$ cat src/rtl/papt_pkg.sv
`default_nettype none

package papt_pkg;

    localparam int NUM_SLOTS_DEF     = 16;
    localparam int TICKS_PER_SEC_DEF = 1000;

    // result kinds
    localparam logic [1:0] KIND_REPLY  = 2'd0;
    localparam logic [1:0] KIND_EXPIRE = 2'd1;
    localparam logic [1:0] KIND_FULL   = 2'd2;

    // slot memory read address select
    localparam logic [1:0] RA_ZERO = 2'd0;
    localparam logic [1:0] RA_IDX  = 2'd1;
    localparam logic [1:0] RA_NEXT = 2'd2;
    localparam logic [1:0] RA_PREV = 2'd3;

    // index register operations
    localparam logic [2:0] IDX_HOLD  = 3'd0;
    localparam logic [2:0] IDX_ZERO  = 3'd1;
    localparam logic [2:0] IDX_INC   = 3'd2;
    localparam logic [2:0] IDX_DEC   = 3'd3;
    localparam logic [2:0] IDX_COUNT = 3'd4;

    typedef struct packed {
        logic        func;
        logic [15:0] proc_id;
        logic [15:0] seconds;
    } t_in_item;

    typedef struct packed {
        logic [1:0]  kind;
        logic [15:0] target_id;
        logic [15:0] remaining_sec;
        logic        last;
    } t_out_item;

    typedef struct packed {
        logic       accept;
        logic       rd_en;
        logic [1:0] rd_addr;
        logic       wr_en;
        logic       wr_new;
        logic [2:0] idx_op;
        logic       pos_ld;
        logic       found_set;
        logic       div_start;
        logic       cnt_inc;
        logic       cnt_dec;
        logic       exp_start;
        logic       out_ld;
        logic [1:0] out_kind;
    } t_cmd;

    typedef struct packed {
        logic is_tick;
        logic secs_zero;
        logic found;
        logic idx_eq_cnt;
        logic idx1_ge_cnt;
        logic idx_eq_pos;
        logic cnt_zero;
        logic cnt_full;
        logic owner_hit;
        logic due_now;
        logic ins_le;
        logic next_due;
        logic div_busy;
        logic out_free;
    } t_stat;

endpackage

`default_nettype wire

$ cat src/rtl/papt_div.sv
`default_nettype none

module papt_div import papt_pkg::*; #(
    parameter int TICKS_PER_SEC = TICKS_PER_SEC_DEF
) (
    input  wire logic        i_clk,
    input  wire logic        i_rst_n,
    input  wire logic        i_start,
    input  wire logic [31:0] i_dividend,
    output logic             o_busy,
    output logic [31:0]      o_quot
);

    // x / d == (x * M) >> (32 + L) for every 32-bit x, with L = ceil(log2 d)
    // and M = floor(2^(32+L) / d) + 1, which fits in 33 bits
    localparam int          LW    = $clog2(TICKS_PER_SEC);
    localparam int          SH    = 32 + LW;
    localparam logic [63:0] RECIP = ((64'd1 << SH) / 64'(TICKS_PER_SEC)) + 64'd1;
    localparam logic [32:0] MUL   = RECIP[32:0];

    logic          r_busy, n_busy;
    logic          r_step, n_step;
    logic [31:0]   r_num, n_num;
    logic [65:0]   r_acc, n_acc;
    logic [15:0]   half;
    logic [48:0]   part;

    // one 16 x 33 partial product per cycle, low half of the dividend first
    assign half = r_step ? r_num[31:16] : r_num[15:0];
    assign part = 49'(half) * 49'(MUL);

    always_comb begin
        n_busy = r_busy;
        n_step = r_step;
        n_num  = r_num;
        n_acc  = r_acc;
        if (i_start) begin
            n_busy = 1'b1;
            n_step = 1'b0;
            n_num  = i_dividend;
            n_acc  = '0;
        end else if (r_busy) begin
            n_step = 1'b1;
            if (r_step) begin
                n_acc  = r_acc + {1'b0, part, 16'd0};
                n_busy = 1'b0;
            end else begin
                n_acc = {17'd0, part};
            end
        end
    end

    always_ff @(posedge i_clk) begin
        if (!i_rst_n) begin
            r_busy <= 1'b0;
            r_step <= 1'b0;
        end else begin
            r_busy <= n_busy;
            r_step <= n_step;
        end
    end

    always_ff @(posedge i_clk) begin
        r_num <= n_num;
        r_acc <= n_acc;
    end

    assign o_busy = r_busy;
    assign o_quot = 32'(r_acc >> SH);

endmodule

`default_nettype wire

$ cat src/rtl/papt_dpath.sv
`default_nettype none

module papt_dpath import papt_pkg::*; #(
    parameter int NUM_SLOTS     = NUM_SLOTS_DEF,
    parameter int TICKS_PER_SEC = TICKS_PER_SEC_DEF
) (
    input  wire logic      i_clk,
    input  wire logic      i_rst_n,
    input  wire t_cmd      i_cmd,
    input  wire t_in_item  i_in_data,
    input  wire logic      i_out_stall,
    output t_stat          o_stat,
    output logic           o_out_valid,
    output t_out_item      o_out_data
);

    localparam int AW = (NUM_SLOTS > 1) ? $clog2(NUM_SLOTS) : 1;
    localparam int CW = $clog2(NUM_SLOTS + 1);
    localparam int TW = $clog2(TICKS_PER_SEC + 1);
    localparam int PW = 16 + TW;

    logic [31:0] mem_due   [NUM_SLOTS];
    logic [15:0] mem_owner [NUM_SLOTS];

    logic          r_func;
    logic [15:0]   r_pid;
    logic          r_secs_zero;
    logic [31:0]   r_delay;
    logic [31:0]   r_now;
    logic [CW-1:0] r_cnt;
    logic [CW-1:0] r_idx, n_idx;
    logic [CW-1:0] r_pos;
    logic          r_found;
    logic          r_next_due;
    logic [15:0]   r_hold;
    logic [31:0]   r_rd_due;
    logic [15:0]   r_rd_owner;
    logic          r_out_valid;
    t_out_item     r_out, n_out;

    logic [PW-1:0] prod;
    logic [63:0]   prod_wide;
    logic [31:0]   delay;
    logic [CW:0]   idx_p1;
    logic [CW-1:0] idx_m1;
    logic [AW-1:0] rd_addr;
    logic [AW-1:0] wr_addr;
    logic [31:0]   wr_due;
    logic [15:0]   wr_owner;
    logic          div_busy;
    logic [31:0]   div_quot;
    logic [15:0]   rem_sat;

    // delay in ms, clamped to 32 bits
    assign prod      = PW'(i_in_data.seconds) * PW'(TICKS_PER_SEC);
    assign prod_wide = 64'(prod);
    assign delay     = (|prod_wide[63:32]) ? 32'hFFFF_FFFF : prod_wide[31:0];

    assign idx_p1 = {1'b0, r_idx} + (CW + 1)'(1);
    assign idx_m1 = r_idx - CW'(1);

    always_comb begin
        unique case (i_cmd.rd_addr)
            RA_ZERO: rd_addr = '0;
            RA_IDX:  rd_addr = r_idx[AW-1:0];
            RA_NEXT: rd_addr = idx_p1[AW-1:0];
            RA_PREV: rd_addr = idx_m1[AW-1:0];
        endcase
    end

    assign wr_addr  = r_idx[AW-1:0];
    assign wr_due   = i_cmd.wr_new ? (r_now + r_delay) : r_rd_due;
    assign wr_owner = i_cmd.wr_new ? r_pid : r_rd_owner;

    always_ff @(posedge i_clk) begin
        if (i_cmd.wr_en) begin
            mem_due[wr_addr]   <= wr_due;
            mem_owner[wr_addr] <= wr_owner;
        end
        if (i_cmd.rd_en) begin
            r_rd_due   <= mem_due[rd_addr];
            r_rd_owner <= mem_owner[rd_addr];
        end
    end

    papt_div #(
        .TICKS_PER_SEC(TICKS_PER_SEC)
    ) u_papt_div (
        .i_clk      (i_clk),
        .i_rst_n    (i_rst_n),
        .i_start    (i_cmd.div_start),
        .i_dividend (r_rd_due - r_now),
        .o_busy     (div_busy),
        .o_quot     (div_quot)
    );

    assign rem_sat = (|div_quot[31:16]) ? 16'hFFFF : div_quot[15:0];

    always_comb begin
        unique case (i_cmd.idx_op)
            IDX_ZERO:  n_idx = '0;
            IDX_INC:   n_idx = idx_p1[CW-1:0];
            IDX_DEC:   n_idx = idx_m1;
            IDX_COUNT: n_idx = r_cnt;
            default:   n_idx = r_idx;
        endcase
    end

    always_comb begin
        n_out.kind          = i_cmd.out_kind;
        n_out.target_id     = (i_cmd.out_kind == KIND_EXPIRE) ? r_hold : r_pid;
        n_out.remaining_sec = ((i_cmd.out_kind == KIND_REPLY) && r_found) ? rem_sat : 16'd0;
        n_out.last          = (i_cmd.out_kind == KIND_EXPIRE) ? !r_next_due : 1'b1;
    end

    always_ff @(posedge i_clk) begin
        if (!i_rst_n) begin
            r_now       <= '0;
            r_cnt       <= '0;
            r_idx       <= '0;
            r_found     <= 1'b0;
            r_next_due  <= 1'b0;
            r_out_valid <= 1'b0;
        end else begin
            r_idx <= n_idx;
            if (i_cmd.accept && i_in_data.func) begin
                r_now <= r_now + 32'd1;
            end
            if (i_cmd.accept) begin
                r_found <= 1'b0;
            end else if (i_cmd.found_set) begin
                r_found <= 1'b1;
            end
            if (i_cmd.cnt_inc) begin
                r_cnt <= r_cnt + CW'(1);
            end else if (i_cmd.cnt_dec) begin
                r_cnt <= r_cnt - CW'(1);
            end
            // new head of the table after a shift decides whether more expire
            if (i_cmd.exp_start) begin
                r_next_due <= 1'b0;
            end else if (i_cmd.wr_en && !i_cmd.wr_new && (r_idx == '0)) begin
                r_next_due <= (r_rd_due == r_now);
            end
            if (i_cmd.out_ld) begin
                r_out_valid <= 1'b1;
            end else if (!i_out_stall) begin
                r_out_valid <= 1'b0;
            end
        end
    end

    always_ff @(posedge i_clk) begin
        if (i_cmd.accept) begin
            r_func      <= i_in_data.func;
            r_pid       <= i_in_data.proc_id;
            r_secs_zero <= (i_in_data.seconds == 16'd0);
            r_delay     <= delay;
        end
        if (i_cmd.pos_ld) begin
            r_pos <= r_idx;
        end
        if (i_cmd.exp_start) begin
            r_hold <= r_rd_owner;
        end
        if (i_cmd.out_ld) begin
            r_out <= n_out;
        end
    end

    always_comb begin
        o_stat.is_tick     = r_func;
        o_stat.secs_zero   = r_secs_zero;
        o_stat.found       = r_found;
        o_stat.idx_eq_cnt  = (r_idx == r_cnt);
        o_stat.idx1_ge_cnt = (idx_p1 >= {1'b0, r_cnt});
        o_stat.idx_eq_pos  = (r_idx == r_pos);
        o_stat.cnt_zero    = (r_cnt == '0);
        o_stat.cnt_full    = (r_cnt == CW'(NUM_SLOTS));
        o_stat.owner_hit   = (r_rd_owner == r_pid);
        o_stat.due_now     = (r_rd_due == r_now);
        o_stat.ins_le      = ((r_rd_due - r_now) <= r_delay);
        o_stat.next_due    = r_next_due;
        o_stat.div_busy    = div_busy;
        o_stat.out_free    = !r_out_valid || !i_out_stall;
    end

    assign o_out_valid = r_out_valid;
    assign o_out_data  = r_out;

endmodule

`default_nettype wire

$ cat src/rtl/papt_ctrl.sv
`default_nettype none

module papt_ctrl import papt_pkg::*; (
    input  wire logic  i_clk,
    input  wire logic  i_rst_n,
    input  wire logic  i_in_valid,
    input  wire logic  i_in_func,
    input  wire t_stat i_stat,
    output logic       o_in_stall,
    output t_cmd       o_cmd
);

    localparam logic [3:0] ST_IDLE   = 4'd0;
    localparam logic [3:0] ST_SRCH   = 4'd1;
    localparam logic [3:0] ST_SCMP   = 4'd2;
    localparam logic [3:0] ST_DIV    = 4'd3;
    localparam logic [3:0] ST_RM     = 4'd4;
    localparam logic [3:0] ST_RMW    = 4'd5;
    localparam logic [3:0] ST_DEC    = 4'd6;
    localparam logic [3:0] ST_IFIND  = 4'd7;
    localparam logic [3:0] ST_ICMP   = 4'd8;
    localparam logic [3:0] ST_ISHIFT = 4'd9;
    localparam logic [3:0] ST_ISHW   = 4'd10;
    localparam logic [3:0] ST_REPLY  = 4'd11;
    localparam logic [3:0] ST_REFUSE = 4'd12;
    localparam logic [3:0] ST_TCHK   = 4'd13;
    localparam logic [3:0] ST_TCMP   = 4'd14;
    localparam logic [3:0] ST_TEMIT  = 4'd15;

    logic [3:0] r_state, n_state;

    always_comb begin
        n_state = r_state;
        o_cmd   = '0;
        unique case (r_state)
            ST_IDLE: begin
                if (i_in_valid) begin
                    o_cmd.accept = 1'b1;
                    o_cmd.idx_op = IDX_ZERO;
                    n_state      = i_in_func ? ST_TCHK : ST_SRCH;
                end
            end
            ST_SRCH: begin
                if (i_stat.idx_eq_cnt) begin
                    n_state = ST_DEC;
                end else begin
                    o_cmd.rd_en   = 1'b1;
                    o_cmd.rd_addr = RA_IDX;
                    n_state       = ST_SCMP;
                end
            end
            ST_SCMP: begin
                if (i_stat.owner_hit) begin
                    o_cmd.found_set = 1'b1;
                    o_cmd.div_start = 1'b1;
                    n_state         = ST_DIV;
                end else begin
                    o_cmd.idx_op = IDX_INC;
                    n_state      = ST_SRCH;
                end
            end
            ST_DIV: begin
                if (!i_stat.div_busy) begin
                    n_state = ST_RM;
                end
            end
            ST_RM: begin
                if (i_stat.idx1_ge_cnt) begin
                    o_cmd.cnt_dec = 1'b1;
                    n_state       = i_stat.is_tick ? ST_TEMIT : ST_DEC;
                end else begin
                    o_cmd.rd_en   = 1'b1;
                    o_cmd.rd_addr = RA_NEXT;
                    n_state       = ST_RMW;
                end
            end
            ST_RMW: begin
                o_cmd.wr_en  = 1'b1;
                o_cmd.idx_op = IDX_INC;
                n_state      = ST_RM;
            end
            ST_DEC: begin
                if (i_stat.secs_zero) begin
                    n_state = ST_REPLY;
                end else if (!i_stat.found && i_stat.cnt_full) begin
                    n_state = ST_REFUSE;
                end else begin
                    o_cmd.idx_op = IDX_ZERO;
                    n_state      = ST_IFIND;
                end
            end
            ST_IFIND: begin
                if (i_stat.idx_eq_cnt) begin
                    o_cmd.pos_ld = 1'b1;
                    n_state      = ST_ISHIFT;
                end else begin
                    o_cmd.rd_en   = 1'b1;
                    o_cmd.rd_addr = RA_IDX;
                    n_state       = ST_ICMP;
                end
            end
            ST_ICMP: begin
                if (i_stat.ins_le) begin
                    o_cmd.idx_op = IDX_INC;
                    n_state      = ST_IFIND;
                end else begin
                    o_cmd.pos_ld = 1'b1;
                    o_cmd.idx_op = IDX_COUNT;
                    n_state      = ST_ISHIFT;
                end
            end
            ST_ISHIFT: begin
                if (i_stat.idx_eq_pos) begin
                    o_cmd.wr_en   = 1'b1;
                    o_cmd.wr_new  = 1'b1;
                    o_cmd.cnt_inc = 1'b1;
                    n_state       = ST_REPLY;
                end else begin
                    o_cmd.rd_en   = 1'b1;
                    o_cmd.rd_addr = RA_PREV;
                    n_state       = ST_ISHW;
                end
            end
            ST_ISHW: begin
                o_cmd.wr_en  = 1'b1;
                o_cmd.idx_op = IDX_DEC;
                n_state      = ST_ISHIFT;
            end
            ST_REPLY: begin
                if (i_stat.out_free) begin
                    o_cmd.out_ld   = 1'b1;
                    o_cmd.out_kind = KIND_REPLY;
                    n_state        = ST_IDLE;
                end
            end
            ST_REFUSE: begin
                if (i_stat.out_free) begin
                    o_cmd.out_ld   = 1'b1;
                    o_cmd.out_kind = KIND_FULL;
                    n_state        = ST_IDLE;
                end
            end
            ST_TCHK: begin
                if (i_stat.cnt_zero) begin
                    n_state = ST_IDLE;
                end else begin
                    o_cmd.rd_en   = 1'b1;
                    o_cmd.rd_addr = RA_ZERO;
                    n_state       = ST_TCMP;
                end
            end
            ST_TCMP: begin
                if (i_stat.due_now) begin
                    o_cmd.exp_start = 1'b1;
                    o_cmd.idx_op    = IDX_ZERO;
                    n_state         = ST_RM;
                end else begin
                    n_state = ST_IDLE;
                end
            end
            ST_TEMIT: begin
                if (i_stat.out_free) begin
                    o_cmd.out_ld   = 1'b1;
                    o_cmd.out_kind = KIND_EXPIRE;
                    n_state        = i_stat.next_due ? ST_TCHK : ST_IDLE;
                end
            end
        endcase
    end

    always_ff @(posedge i_clk) begin
        if (!i_rst_n) begin
            r_state <= ST_IDLE;
        end else begin
            r_state <= n_state;
        end
    end

    assign o_in_stall = (r_state != ST_IDLE);

endmodule

`default_nettype wire

$ cat src/rtl/per_process_alarm_table.sv
// per-process alarm table: one-shot alarms, at most one per process, sorted by due time
// input channel (i_in_valid / i_in_data / o_in_stall): func 0 sets or cancels the
//   alarm of proc_id, func 1 is a one millisecond tick
// output channel (o_out_valid / o_out_data / i_out_stall): set replies, refusals
//   when the table is full, and expired alarms in due order, last marks the final
//   result of an item
// one item is in work at a time; o_in_stall is high from the cycle after a transfer
//   until its last result is loaded into the output register, if it yields one
// set: a search of the armed slots for the old alarm of proc_id; if one is found, a
//   reciprocal multiply for its seconds left and a removal that shifts the later
//   slots down; unless seconds is zero or the table is full with no old alarm, a
//   search for the insertion point and a shift of the later slots up; then the reply
// tick: nothing on an empty table or when the head is not due; otherwise each due
//   alarm is taken from the head as the table shifts down and sent as an expiry
// the output register holds a result while i_out_stall is high and the controller
//   waits before loading the next one
// reset (synchronous, active low) clears the clock, the slot count and the state
//   machine; slot memory contents are left as they are and are never read unarmed
`default_nettype none

module per_process_alarm_table import papt_pkg::*; #(
    parameter int NUM_SLOTS     = NUM_SLOTS_DEF,
    parameter int TICKS_PER_SEC = TICKS_PER_SEC_DEF
) (
    input  wire logic      i_clk,
    input  wire logic      i_rst_n,
    input  wire logic      i_in_valid,
    input  wire t_in_item  i_in_data,
    output logic           o_in_stall,
    output logic           o_out_valid,
    output t_out_item      o_out_data,
    input  wire logic      i_out_stall
);

    // command and status between controller and datapath
    t_cmd  cmd;
    t_stat stat;

    papt_ctrl u_papt_ctrl (
        .i_clk      (i_clk),
        .i_rst_n    (i_rst_n),
        .i_in_valid (i_in_valid),
        .i_in_func  (i_in_data.func),
        .i_stat     (stat),
        .o_in_stall (o_in_stall),
        .o_cmd      (cmd)
    );

    // slot memory, clock, counters, divider and output register
    papt_dpath #(
        .NUM_SLOTS     (NUM_SLOTS),
        .TICKS_PER_SEC (TICKS_PER_SEC)
    ) u_papt_dpath (
        .i_clk       (i_clk),
        .i_rst_n     (i_rst_n),
        .i_cmd       (cmd),
        .i_in_data   (i_in_data),
        .i_out_stall (i_out_stall),
        .o_stat      (stat),
        .o_out_valid (o_out_valid),
        .o_out_data  (o_out_data)
    );

endmodule

`default_nettype wire

$ cat config.mk
export PLATFORM = sky130hd
export DESIGN_NAME = per_process_alarm_table
export DESIGN_NICKNAME = d
export VERILOG_FILES = /design/src/rtl/papt_pkg.sv /design/src/rtl/papt_div.sv /design/src/rtl/papt_dpath.sv /design/src/rtl/papt_ctrl.sv /design/src/rtl/per_process_alarm_table.sv
export SDC_FILE = /design/constraint.sdc
export NUM_CORES = 2
export LEC_CHECK = 0
export BUFFER_PORTS_ARGS = -buffer_cell sky130_fd_sc_hd__buf_2
export CORE_MARGIN = 8
export CORE_UTILIZATION = 45
export DETAILED_ROUTE_END_ITERATION = 8
export PLACE_DENSITY_LB_ADDON = 0.1
export SKIP_LAST_GASP = 1
export SLEW_MARGIN = 10
export SYNTH_ARGS = -nofsm -noshare
export SYNTH_HDL_FRONTEND = slang
export SYNTH_SLANG_ARGS = --single-unit
$ cat constraint.sdc
create_clock -name i_clk -period 20.7 [get_ports i_clk]
set_clock_uncertainty 0.15 [all_clocks]
set_input_delay 5.175 -clock i_clk [delete_from_list [all_inputs] [get_ports i_clk]]
set_output_delay 5.175 -clock i_clk [all_outputs]
set_load 0.01 [all_outputs]
* Yosys cells after proc, flatten, opt, wreduce, memory -nomap -nowiden *
Memory sizes are Yosys's and may differ from the RTL's. A register that Yosys moved wholly into a read port is not among the register bits.
Index checks and enable logic that the tools add are counted.

operators by class
  $add $sub $neg = 8
  multiply operators = 2
  div/mod/pow operators = 0
  magnitude comparators = 2
  eq/ne operators = 33
  shift-type cells = 0
  mux-type cells = 67
  bitwise gates (word level) = 1
  reduce and logical (&&, ||, !) cells = 28

operator list
  kind                    count
  $add 66x65->66          1
  $mux 66                 1
  $mux 16                 4
  $pmux 4 s15             1
  $mux 4                  12
  $mul 16x29->45 const B  1
  $mux 3                  11
  $add 32x1->32 const B   1
  $add 32x26->32          1
  $eq 32x32->1            1
  $eq 4x4->1 const B      8
  $le 32x26->1            1
  $mux 32                 1
  $sub 32x32->32          1
  $mul 16x7->23 const B   1
  $mux 1                  23
  $pmux 3 s7              1
  $pmux 5 s4              1
  $eq 16x16->1            1
  $eq 4x3->1 const B      4
  $logic_not 16->1        1
  $pmux 4 s4              1
  $pmux 3 s4              1
  $reduce_or 2->1         6
  other kinds (30)        56

storage, ports and cells
  flip-flop bits (word level) = 246
  bits in latches = 0
  memory bits (writable) = 768
  bits in read-only memories = 0
  input port bits = 37
  output and inout bits = 37
  word-level logic and storage cells = 164
  memories = 2

memory list
  memory                  depth  bits a word  rd ports  clocked after Yosys merged registers in  wr ports  line              text
  u_papt_dpath.mem_due    16     32           1         1                                        1         papt_dpath.sv:22  logic [31:0] mem_due [NUM_SLOTS];
  u_papt_dpath.mem_owner  16     16           1         1                                        1         papt_dpath.sv:23  logic [15:0] mem_owner [NUM_SLOTS];

* Logic depth before layout (Yosys ltp) *
  word-level depth = 7
  depth in mapped cells = 38
  mapped depth without buffers = 36

* Modules after synthesis *
A second synthesis with hierarchy kept.

second synthesis, totals
  cell total of the unflattened synthesis = 4347
  area, all modules = 57744.1 µm²

by module, submodules not included
  module      instances  cells an instance  area each (µm²)  sequential area each (µm²)
  papt_dpath  1          2753               43812.0          28317.2
  papt_div    1          1468               13070.0          1921.8
  papt_ctrl   1          126                862.1            80.1

* Worst setup path after synthesis *
OpenSTA, ideal clock, no wires.

  path kind = input to register
  start = input i_in_data[0] (netlist name)
  end = register u_papt_dpath.r_delay[25], data pin
  setup time = 0.260 ns
  arrival time = 9.263 ns
  required time = 20.290 ns
  path slack = 11.027 ns
  cell stages on the path = 17
  path buffers = 0
  path through = fa_1 fa_1 inv_1 fa_1 inv_1 fa_1 ha_1 inv_1 o21bai_1 a2111o_1 a31oi_1 a21oi_1 a41o_1 o41ai_2 o21bai_1 a21oi_1 xnor2_1

between the ends
  cells in the longest elaborated chain, start to end = 1

ends and longest elaborated chain
  element                          line                           text
  from (decl)                      per_process_alarm_table.sv:28  input wire t_in_item i_in_data,
  $mul 16x7->23                    papt_dpath.sv:55               assign prod = PW'(i_in_data.seconds) * PW'(TICKS_PER_SEC);
  named net u_papt_dpath.prod[25]  papt_dpath.sv:41               logic [PW-1:0] prod;
  to (signal assigned)             papt_dpath.sv:158              r_delay <= delay;
  to (decl)                        papt_dpath.sv:28               logic [31:0] r_delay;

The timed path passes the listed nets, and every way through them passes these cells.
A chain may end at the register's enable or synchronous reset.

* Worst setup path in the final report *
  start = register u_papt_dpath.u_papt_div.r_step
  end = register u_papt_dpath.u_papt_div.r_acc[64]

between the ends
  cells in the longest elaborated chain, start to end = 4

ends and longest elaborated chain
  element                 line            text
  from (decl)             papt_div.sv:22  logic r_step, n_step;
  from (signal assigned)  papt_div.sv:59  r_step <= n_step;
  $mux 16                 papt_div.sv:29  assign half = r_step ? r_num[31:16] : r_num[15:0];
  $mul 16x29->45          papt_div.sv:30  assign part = 49'(half) * 49'(MUL);
  $add 66x65->66          papt_div.sv:45  n_acc = r_acc + {1'b0, part, 16'd0};
  $mux 66 *               papt_div.sv:44  if (r_step) begin
  to (signal assigned)    papt_div.sv:65  r_acc <= n_acc;
  to (decl)               papt_div.sv:24  logic [65:0] r_acc, n_acc;

Mark *: on every way between the ends. The rest lies on a longest branch, timed or not.

==> reports/metrics.cfg <==
[routing]
drc = 0
vias = 37900
detailedRoute.firstIterationViolations = 2908
first_pass_iters = 5
via_per_inst = 5.69
wirelength_mm = 153
drtAntennaViolNets = 0
routedWlPerCell_um = 23.0

[sta]
finalWorstSetupSlack_ps = 10630
grt_setup_unrepaired = false
hold_viol_final = 0
worst_pin_slew_ps = 1180
final-max-slew-violation-count = 0
fin_crit_sh_pct = 48.7
fin_crit_ps = 10070
setup_viol = 0
fmax_ghz = 0.0993
fin_tns_setup_ps = 0
slew_headroom_pct = 21.1

[critical_path]
cp_common_cell = fa_1
criticalPathCategory = reg -> reg
crit_start = u_papt_dpath.u_papt_div.r_step$_SDFFE_PP0P_
crit_path_end = u_papt_dpath.u_papt_div.r_acc[64]$_SDFFE_PP0P_
r2r_start = u_papt_dpath.u_papt_div.r_step$_SDFFE_PP0P_
worstSetupEndpointType = flop
crit_path_max_incr_delay_ps = 570
cp.required_ps = 21170
r2r_cells = 34
critical_path_arrival_ps = 10540
timing.rr.end = u_papt_dpath.u_papt_div.r_acc[64]$_SDFFE_PP0P_
r2r_slack_ps = 10630
start_kind = flop
cp_max_fo = 40
cpMaxStageDelayCell = fa_1

[min_path]
hold_path.class = reg -> reg
hold_start = u_papt_dpath.u_papt_div.r_acc[29]$_SDFFE_PP0P_

[layout]
stdcell_area_um2 = 62700
design.final.nets = 5498
drive_gt1_share_pct = 8.04
synthToLayoutAreaGrowth_pct = 10.2
fillers = 11200
utilization_pct = 49.9
antenna_cells = 0

[run_status]
status = completed

[place]
dpl.hpwl_mm = 95.7
portBuffers = 73
pre_cts_slack_ps = 10530
placed_cell_area_um2 = 59200
gp_congestion = 0.897

[clocking]
cts_buffer_depth = 3
post_cts_buffers = 0
clkTransAtPathRegs_ps = 70
cts-root-buf = clkbuf_16
insertion_delay_ps = 740
cts-buffers-inserted = 110
cts.repair.resized = 0
clkSinkCount = 1042
postCtsHoldBufs = 0
cts_tree = built
htreeDepth = 3

[grt]
antenna_found_initial = 1
grt.overflow.total = 0
grtUsageTotal_pct = 21.7
grt_pass1_wl_mm = 229
grt_pass1_vias = 36700
grt_max_degree = 222

[floorplan]
start_util_pct = 45.3
num_rows = 130
io-pin-count = 74
die_y_um = 372
die_w_um = 372
dieArea_um2 = 138000
core_area_um2 = 126000

[yosys]
async_flop_share_pct = 0
yosysUniqueCellTypes = 89
synth_cells = 4876
synth_area_leaders = edfxtp_1 50%, ha_1 8.1%, fa_1 6.3%, nand2_1 4.0%, dfxtp_1 3.4%
synth-main-ff-cell = edfxtp_1
yosys.area.top_type = edfxtp_1
synth_top_area_share_pct = 49.9
yosysSeqAreaShare_pct = 53.3
ys_ff_latch = 1042
syn-cell-area_um2 = 56900
synth-edff-count = 945
syn_nets = 5461
synth_warnings = 0
syn_area_per_cell_um2 = 11.7

[run]
drv_cap = 0

[power]
p_leak_uw = 0.0238
p_switching_uw = 3020
seqPwrFrac_pct = 37.7
power_uw = 7930
power_density_nw_per_um2 = 126
p_sw_share_pct = 38.1
combPwrFrac_pct = 37.7
ir_worst_vdd_mv = 0.246
p_int_uw = 4910
clkPwrFrac_pct = 24.6

[sequential cells by signal (all words and copies together) (netlist names)]
register                        count
u_papt_dpath.mem_due              512
u_papt_dpath.mem_owner            256
u_papt_dpath.u_papt_div.r_acc      46
u_papt_dpath.o_out_data            35
u_papt_dpath.r_now                 32
u_papt_dpath.r_rd_due              32
u_papt_dpath.u_papt_div.r_num      32
u_papt_dpath.r_delay               23
u_papt_dpath.r_hold                16
u_papt_dpath.r_pid                 16
u_papt_dpath.r_rd_owner            16
u_papt_dpath.r_cnt                  5
u_papt_dpath.r_idx                  5
u_papt_dpath.r_pos                  5
u_papt_ctrl.r_state                 4
u_papt_dpath.o_out_valid            1
u_papt_dpath.r_found                1
u_papt_dpath.r_func                 1
u_papt_dpath.r_next_due             1
u_papt_dpath.r_secs_zero            1
u_papt_dpath.u_papt_div.o_busy      1
u_papt_dpath.u_papt_div.r_step      1
[how the worst min path moves through the flow]
stage                                                           endpoint  slack (ps)  cells past startpoint
after floorplan                          u_papt_dpath.r_pos[2]$_DFFE_PP_         260                      0
after global placement    u_papt_dpath.u_papt_div.r_acc[29]$_SDFFE_PP0P_         310                      2
after detailed placement  u_papt_dpath.u_papt_div.r_acc[22]$_SDFFE_PP0P_         310                      2
after CTS                 u_papt_dpath.u_papt_div.r_acc[22]$_SDFFE_PP0P_         330                      2
after global routing      u_papt_dpath.u_papt_div.r_acc[22]$_SDFFE_PP0P_         360                      2
final                     u_papt_dpath.u_papt_div.r_acc[29]$_SDFFE_PP0P_         320                      2
[cells by family after synthesis]
logic type,count (synthesis),share of synthesized area [%]
adder cells (fa/ha/maj),548,14.4
buffers and inverters,628,4.23
flip-flops,1042,53.3
AO/OA/AOI/OAI,1102,13.2
multiplexers,64,1.21
AND/OR/NAND/NOR,1292,10.6
XOR/XNOR,200,3.08
[Yosys cell counts, drive strengths merged (24+ instances only)]
library cell and n:
a211oi 231, nor3 53, a21o 71, fa 179, inv 417, buf 55
mux2 40, xor2 71, and2 214, o21ai 130, dfxtp 97, nand4 35
ha 369, nand2 610, a21oi 174, clkbuf 156, a22oi 100, xnor2 129
nand3 59, nor2 189, edfxtp 945, o21a 38, mux2i 24, a31oi 210
[critical path, delay by kind of cell, from the launching register on]
family / cells / cell delay [ps]
fa+ha+maj: 8 / 3870
buf+inv: 5 / 1030
compound gates: 11 / 2610
xor+xnor: 2 / 410
simple gates: 8 / 1310
flops: 1 / 560
[power by group through the flow]
| stage | registers [uW] | clock network [uW] | logic (uW) |
|---|---|---|---|
| after detailed placement | 3020 | 0 | 2990 |
| after global placement | 3030 | 0 | 2950 |
| final | 2990 | 1950 | 2990 |
| after floorplan | 2900 | 0 | 2160 |
| after CTS | 2980 | 2000 | 2990 |
| after global routing | 3000 | 2080 | 3320 |
[metrics by stage]
step | hold slack (ps) | instances
final | 323 | 6652
after global routing | 356 | 6652
after CTS | 327 | 6652
after detailed placement | 315 | 6451
after global placement | 308 | 6451
after floorplan | 256 | 4876
[cell type report]
type	instances	area (um2)	area share, %
Clock buffer	137	2870	4.58
Clock inverter	64	647	1.03
Inverter	417	1570	2.50
Multi-Input combinational cell	3206	24300	38.8
Sequential cell	1042	30300	48.4
Tap cell	1650	2060	3.29
Timing Repair Buffer	136	888	1.42
[layer usage]
layer	routed length, um	global-route usage (%)	up-vias	part of all wire, %
li1	-	-	17800	-
met1	69600	30.2	18900	46
met2	72400	35.9	949	47
met3	7150	2.42	203	4.7
met4	3750	6.10	0	2.5
met5	0	0	-	0
[layout by cell type (no fill, tap or decap), types with 57 or more instances in the layout]
master and instances:
buf_4 59, a21o_1 71, xnor2_1 129, nand3_1 57, clkbuf_16 110, a21oi_1 171, xor2_1 71, inv_1 412
dfxtp_1 95, and2_1 198, buf_2 73, nor2_1 186, fa_1 179, nand2_1 610, a31oi_1 209, a211oi_1 228
ha_1 369, edfxtp_1 945, a22oi_1 100, o21ai_0 90
No activity file was read; power rests on OpenSTA's default activity.
